<file path="src/hw/rtl/tmhq_pkg.sv">
// Package for the timer heap queue: action and status codes, field widths,
// front-to-back command type. No dependencies.
`default_nettype none
package tmhq_pkg;
  localparam int unsigned ActionW  = 3;
  localparam int unsigned FdW      = 8;
  localparam int unsigned TimeoutW = 24;
  localparam int unsigned ElapsedW = 16;
  localparam int unsigned WaitW    = 25;
  localparam int unsigned ClockW   = 32;

  typedef enum logic [2:0] {
    ACT_ADD    = 3'd0,
    ACT_REARM  = 3'd1,
    ACT_FIRE   = 3'd2,
    ACT_ADV    = 3'd3,
    ACT_CLEAR  = 3'd4,
    ACT_NOP5   = 3'd5,
    ACT_NOP6   = 3'd6,
    ACT_NOP7   = 3'd7
  } action_e;

  typedef enum logic [1:0] {
    ST_OK     = 2'd0,
    ST_ABSENT = 2'd1,
    ST_FULL   = 2'd2,
    ST_RANGE  = 2'd3
  } status_e;

  typedef struct packed {
    action_e                action;
    logic [FdW-1:0]         fd;
    logic [TimeoutW-1:0]    timeout_ms;
    logic [ElapsedW-1:0]    elapsed_ms;
    logic                   range_err;
  } cmd_t;

  // true when a is strictly before b, wrap-aware
  function automatic logic earlier(input logic [ClockW-1:0] a, input logic [ClockW-1:0] b);
    logic [ClockW-1:0] d;
    d = a - b;
    return d[ClockW-1];
  endfunction
endpackage
`default_nettype wire

</file>
<file path="src/hw/rtl/tmhq_if.sv">
// Valid/ready channel interfaces for the timer heap queue.
// Depends on tmhq_pkg.
`default_nettype none
interface tmhq_in_if;
  logic                            valid;
  logic                            ready;
  logic [2:0]                      action;
  logic [tmhq_pkg::FdW-1:0]        fd;
  logic [tmhq_pkg::TimeoutW-1:0]   timeout_ms;
  logic [tmhq_pkg::ElapsedW-1:0]   elapsed_ms;
  modport source (output valid, action, fd, timeout_ms, elapsed_ms, input ready);
  modport sink (input valid, action, fd, timeout_ms, elapsed_ms, output ready);
endinterface

`default_nettype wire

</file>
<file path="src/hw/rtl/tmhq_front.sv">
// Front end: accepts input items, range-checks the fd, and pushes commands
// into a two-entry queue for the back end. Depends on tmhq_pkg, tmhq_if.
`default_nettype none
module tmhq_front #(
  parameter int unsigned FdSlots = 256
) (
  input  wire logic          clk_i,
  input  wire logic          rst_ni,
  tmhq_in_if.sink            in_if,
  output logic               cmd_valid_o,
  output tmhq_pkg::cmd_t     cmd_o,
  input  wire logic          cmd_pop_i
);
  tmhq_pkg::cmd_t q_q [2];
  logic [1:0]     cnt_q, cnt_d;
  logic           rd_q, wr_q;
  logic           push;
  tmhq_pkg::cmd_t c;

  assign in_if.ready = (cnt_q != 2'd2);
  assign push        = in_if.valid && in_if.ready;
  assign cmd_valid_o = (cnt_q != 2'd0);
  assign cmd_o       = q_q[rd_q];

  always_comb begin
    c.action     = tmhq_pkg::action_e'(in_if.action);
    c.fd         = in_if.fd;
    c.timeout_ms = in_if.timeout_ms;
    c.elapsed_ms = in_if.elapsed_ms;
    c.range_err  = (in_if.action <= 3'd2) &&
                   ({1'b0, in_if.fd} >= (tmhq_pkg::FdW+1)'(FdSlots > 256 ? 256 : FdSlots));
    cnt_d = cnt_q + 2'(push) - 2'(cmd_pop_i);
  end

  always_ff @(posedge clk_i) begin
    if (push) q_q[wr_q] <= c;
  end

  always_ff @(posedge clk_i or negedge rst_ni) begin
    if (!rst_ni) begin
      cnt_q <= '0;
      rd_q  <= 1'b0;
      wr_q  <= 1'b0;
    end else begin
      cnt_q <= cnt_d;
      if (push) wr_q <= ~wr_q;
      if (cmd_pop_i) rd_q <= ~rd_q;
    end
  end
endmodule
`default_nettype wire

</file>
<file path="src/flat_wrapper.sv">
// flat-port wrapper written by rule: the top's interface ports become plain ports
module tmhq_front_flat 
#(
  parameter int unsigned FdSlots = 256
)
  (clk_i, rst_ni, cmd_valid_o, cmd_o, cmd_pop_i, in_if_valid, in_if_action, in_if_fd, in_if_timeout_ms, in_if_elapsed_ms, in_if_ready);
  tmhq_in_if in_if_i ();
  input  wire logic clk_i;
  input  wire logic rst_ni;
  output logic cmd_valid_o;
  output tmhq_pkg::cmd_t cmd_o;
  input  wire logic cmd_pop_i;
  input wire logic [$bits(in_if_i.valid)-1:0] in_if_valid;
  input wire logic [$bits(in_if_i.action)-1:0] in_if_action;
  input wire logic [$bits(in_if_i.fd)-1:0] in_if_fd;
  input wire logic [$bits(in_if_i.timeout_ms)-1:0] in_if_timeout_ms;
  input wire logic [$bits(in_if_i.elapsed_ms)-1:0] in_if_elapsed_ms;
  output wire logic [$bits(in_if_i.ready)-1:0] in_if_ready;
  assign in_if_i.valid = in_if_valid;
  assign in_if_i.action = in_if_action;
  assign in_if_i.fd = in_if_fd;
  assign in_if_i.timeout_ms = in_if_timeout_ms;
  assign in_if_i.elapsed_ms = in_if_elapsed_ms;
  assign in_if_ready = in_if_i.ready;
  tmhq_front #(.FdSlots(FdSlots)) u_core (.clk_i(clk_i), .rst_ni(rst_ni), .in_if(in_if_i), .cmd_valid_o(cmd_valid_o), .cmd_o(cmd_o), .cmd_pop_i(cmd_pop_i));
endmodule
</file>
<file path="config.mk">
export PLATFORM = sky130hd
export DESIGN_NAME = tmhq_front_flat
export DESIGN_NICKNAME = d
export VERILOG_FILES = /design/src/hw/rtl/tmhq_pkg.sv /design/src/hw/rtl/tmhq_if.sv /design/src/hw/rtl/tmhq_front.sv /design/src/flat_wrapper.sv
export SDC_FILE = /design/constraint.sdc
export NUM_CORES = 1
export LEC_CHECK = 0
export ABC_AREA = 0
export BUFFER_PORTS_ARGS = -buffer_cell sky130_fd_sc_hd__buf_4
export CORE_ASPECT_RATIO = 0.9
export CORE_MARGIN = 10
export CORE_UTILIZATION = 45
export DETAILED_ROUTE_END_ITERATION = 8
export PLACE_DENSITY = 0.7
export REMOVE_ABC_BUFFERS = 1
export SKIP_CTS_REPAIR_TIMING = 1
export SYNTH_ARGS = -nofsm -noshare
export SYNTH_HDL_FRONTEND = slang
export SYNTH_SLANG_ARGS = --single-unit
</file>
<file path="constraint.sdc">
create_clock -name clk_i -period 2.9 [get_ports clk_i]
set_input_delay 0.29 -clock clk_i [delete_from_list [all_inputs] [get_ports clk_i]]
set_output_delay 0.29 -clock clk_i [all_outputs]
set_load 0.03 [all_outputs]
</file>
==> impl_metrics.yaml <==
sta:
  setup_viol_count_final: 0
  slew_headroom_pct: 58.9
  rsz0062_at_grt: "no"
  finalCritPeriodShare_pct: 76.5
  hold_violations: 0
  fmax_ghz: 0.451
  finalWorstSetupSlack_ns: 0.680
  whs_ns: 0.117
  worst_slew_pin_slew_ns: 0.617
  finalClockSkew_ns: 0.0126
  finalMaxSlewViolations: 0
  fin_crit_ns: 2.22
worst_setup_path:
  cp-end-kind: "primary output"
  reg2reg_setup_slack_ns: 1.16
  cp.arrival_ns: 1.93
  startpoint_type: "flop"
  crit_path_max_fanout: 28
  critical_path_class: "flop to primary output"
  cp.required_ns: 2.61
detailed_routing:
  drt-total-wl_um: 7470
  dr.pass1.iters: 4
  avgViaCountPerCell: 4.69
  routedWlPerCell_um: 17.8
  drc: 0
  vias: 1976
  drt_iter0_markers: 76
  final_antenna_net_count: 0
floorplanning:
  rows: 33
  chipWidth_um: 121
  dieArea_um2: 13400
  die_h_um: 111
  start_util_pct: 45.8
  core_area_um2: 9040
  ios: 109
clocking:
  cts_made_buffers: 9
  clock-sinks: 106
  clockBufferDepth: 2
  clk_pin_slew_ns: 0.10
  clk_root_buffer_cell: "clkbuf_8"
  htree_levels: 3
  clk_latency_ns: 0.35
  cts_tree: "done"
min_path:
  hold_class: "input port to flop"
logic_synthesis:
  syn_inst: 179
  yosysMostFrequentCell: "edfxtp_1"
  synth_ff_type: "edfxtp_1"
  synth_edf_count: 102
  synth.top_cell.area_share_pct: 74.0
  synth_area_leaders: "edfxtp_1 (74%), mux2_4 (18%), buf_12 (2.4%)"
  yosysTopAreaCell: "edfxtp_1"
  synth_area_um2: 4140
  ys_seq_area_share_pct: 76.4
  synthArstFlopShare_pct: 3.77
  yosys_warnings: 0
  yosysUniqueCellTypes: 19
  syn_avg_cell_area_um2: 23.1
  synth-seq-cells: 106
  yosys-top-cells-count: "edfxtp_1 (102), mux2_4 (49), buf_12 (5)"
grt:
  grt_pass1_wl_um: 11500
  top_usage_layer: "met2"
  gr-usage-all-layers_pct: 11.1
  gr-total-overflow: 0
  antenna_found_initial: 0
  grt_pass1_vias: 2214
  grt_use_met3_pct: 5.24
  use_met2_pct: 18.6
  grt_use_met1_pct: 11.8
  grt_max_degree: 29
finish:
  layout.cells.non_filler: 421
  diodes: 0
  area_delta_synth_final_pct: 26.5
  utilization_pct: 57.9
  layout-drive-gt1-share_pct: 59.5
  multi_input_area_um2: 865
  fillCellCount: 695
  seqCellArea_um2: 3170
  nets: 351
power:
  leakage_uw: 0.00209
  p_int_uw: 3570
  power_density_nw_per_um2: 1050
  clockPowerShare_pct: 15.4
  switchingPower_uw: 1920
  vdd_drop_max_mv: 0.638
  p_sw_share_pct: 35.0
  comb_power_share_pct: 42.8
  power_frac_seq_pct: 41.8
placed_design:
  place_hpwl_um: 5280
  port_buffers: 107
  pre_cts_ws_ns: 1.01
  place_inst: 405
  place_congestion: 0.682
outcome:
  status: "complete, no violations"
flow_run:
  max_cap_violations: 0
[registers in the layout (all words and copies together) (netlist names)]
signal,cells
u_core.cnt_q,2
u_core.q_q,102
u_core.wr_q,1
u_core.rd_q,1
[cells in the final DEF, fill, tap and decap left out, types with 2 or more instances in the layout]
cell type / count
xor2_1: 2
buf_12: 2
clkbuf_8: 9
xnor2_1: 2
dfrtp_1: 3
clkinv_1: 2
mux2_2: 2
mux2_4: 49
nand2_1: 2
buf_4: 109
edfxtp_1: 102
[layer usage]
metal / share of wire (%) / vias up / routed length, µm
met1: 38 / 984 / 2840
met2: 51 / 61 / 3840
met3: 9.4 / 8 / 703
met4: 1.2 / 0 / 90
li1: - / 923 / -
met5: 0 / - / 0
[power groups by stage]
| stage | sequential (µW) | clock [µW] | combinational [µW] |
|---|---|---|---|
| 3_5_place_dp | 2340 | 0 | 2400 |
| 2_1_floorplan | 2360 | 0 | 1590 |
| 6_report | 2300 | 845 | 2350 |
| 4_1_cts | 2300 | 881 | 2400 |
| 3_3_place_gp | 2320 | 0 | 2380 |
| 5_1_grt | 2340 | 934 | 2490 |
[critical path, cell delays in order, from the launching register on]
cell and delay [ns]:
dfrtp_4 0.78, buf_12 0.29, mux2_4 0.33, buf_4 0.17
[cells by family (layout without fill, tap and decap cells)]
kind of cell	count (synthesis)	in the layout	share of synthesized area [%]
flip-flops	106	106	76.4
multiplexers	52	52	18.5
AND/OR/NAND/NOR	7	7	0.876
other	1	1	0.0905
buffers and inverters	8	128	2.96
XOR/XNOR	4	4	0.846
adder cells (fa/ha/maj)	1	1	0.302
[cell type report]
cell class                 instances  area share, %
clock buffer                      10           2.44
clock inverter                     5           1.05
inverter                           1         0.0717
multi-input combinational         65           16.5
sequential                       106           60.4
tap                              122           2.91
timing repair buffer             112           16.6
[through the flow]
step	cell area [µm²]	TNS [ns]	total power, µW
detailed placement	5050	0	4730
global route	5240	0	5760
global placement	5050	0	4710
CTS	5230	0	5590
finish	5240	0	5490
floorplan	4020	-28.98	3950
[final timing paths]
kind / to / depth (start not counted) / from
max: cmd_o[43] / 3 / u_core.rd_q
min: u_core.q_q[0][4] / 1 / in_if_elapsed_ms[4]
max reg2reg: u_core.q_q[1][8] / 3 / u_core.cnt_q[1]
min reg2reg: u_core.wr_q / 1 / u_core.wr_q
max in group asynchronous: u_core.rd_q / 2 / rst_ni
min in group asynchronous: u_core.cnt_q[0] / 2 / rst_ni
No activity file was read; power rests on OpenSTA's default activity.
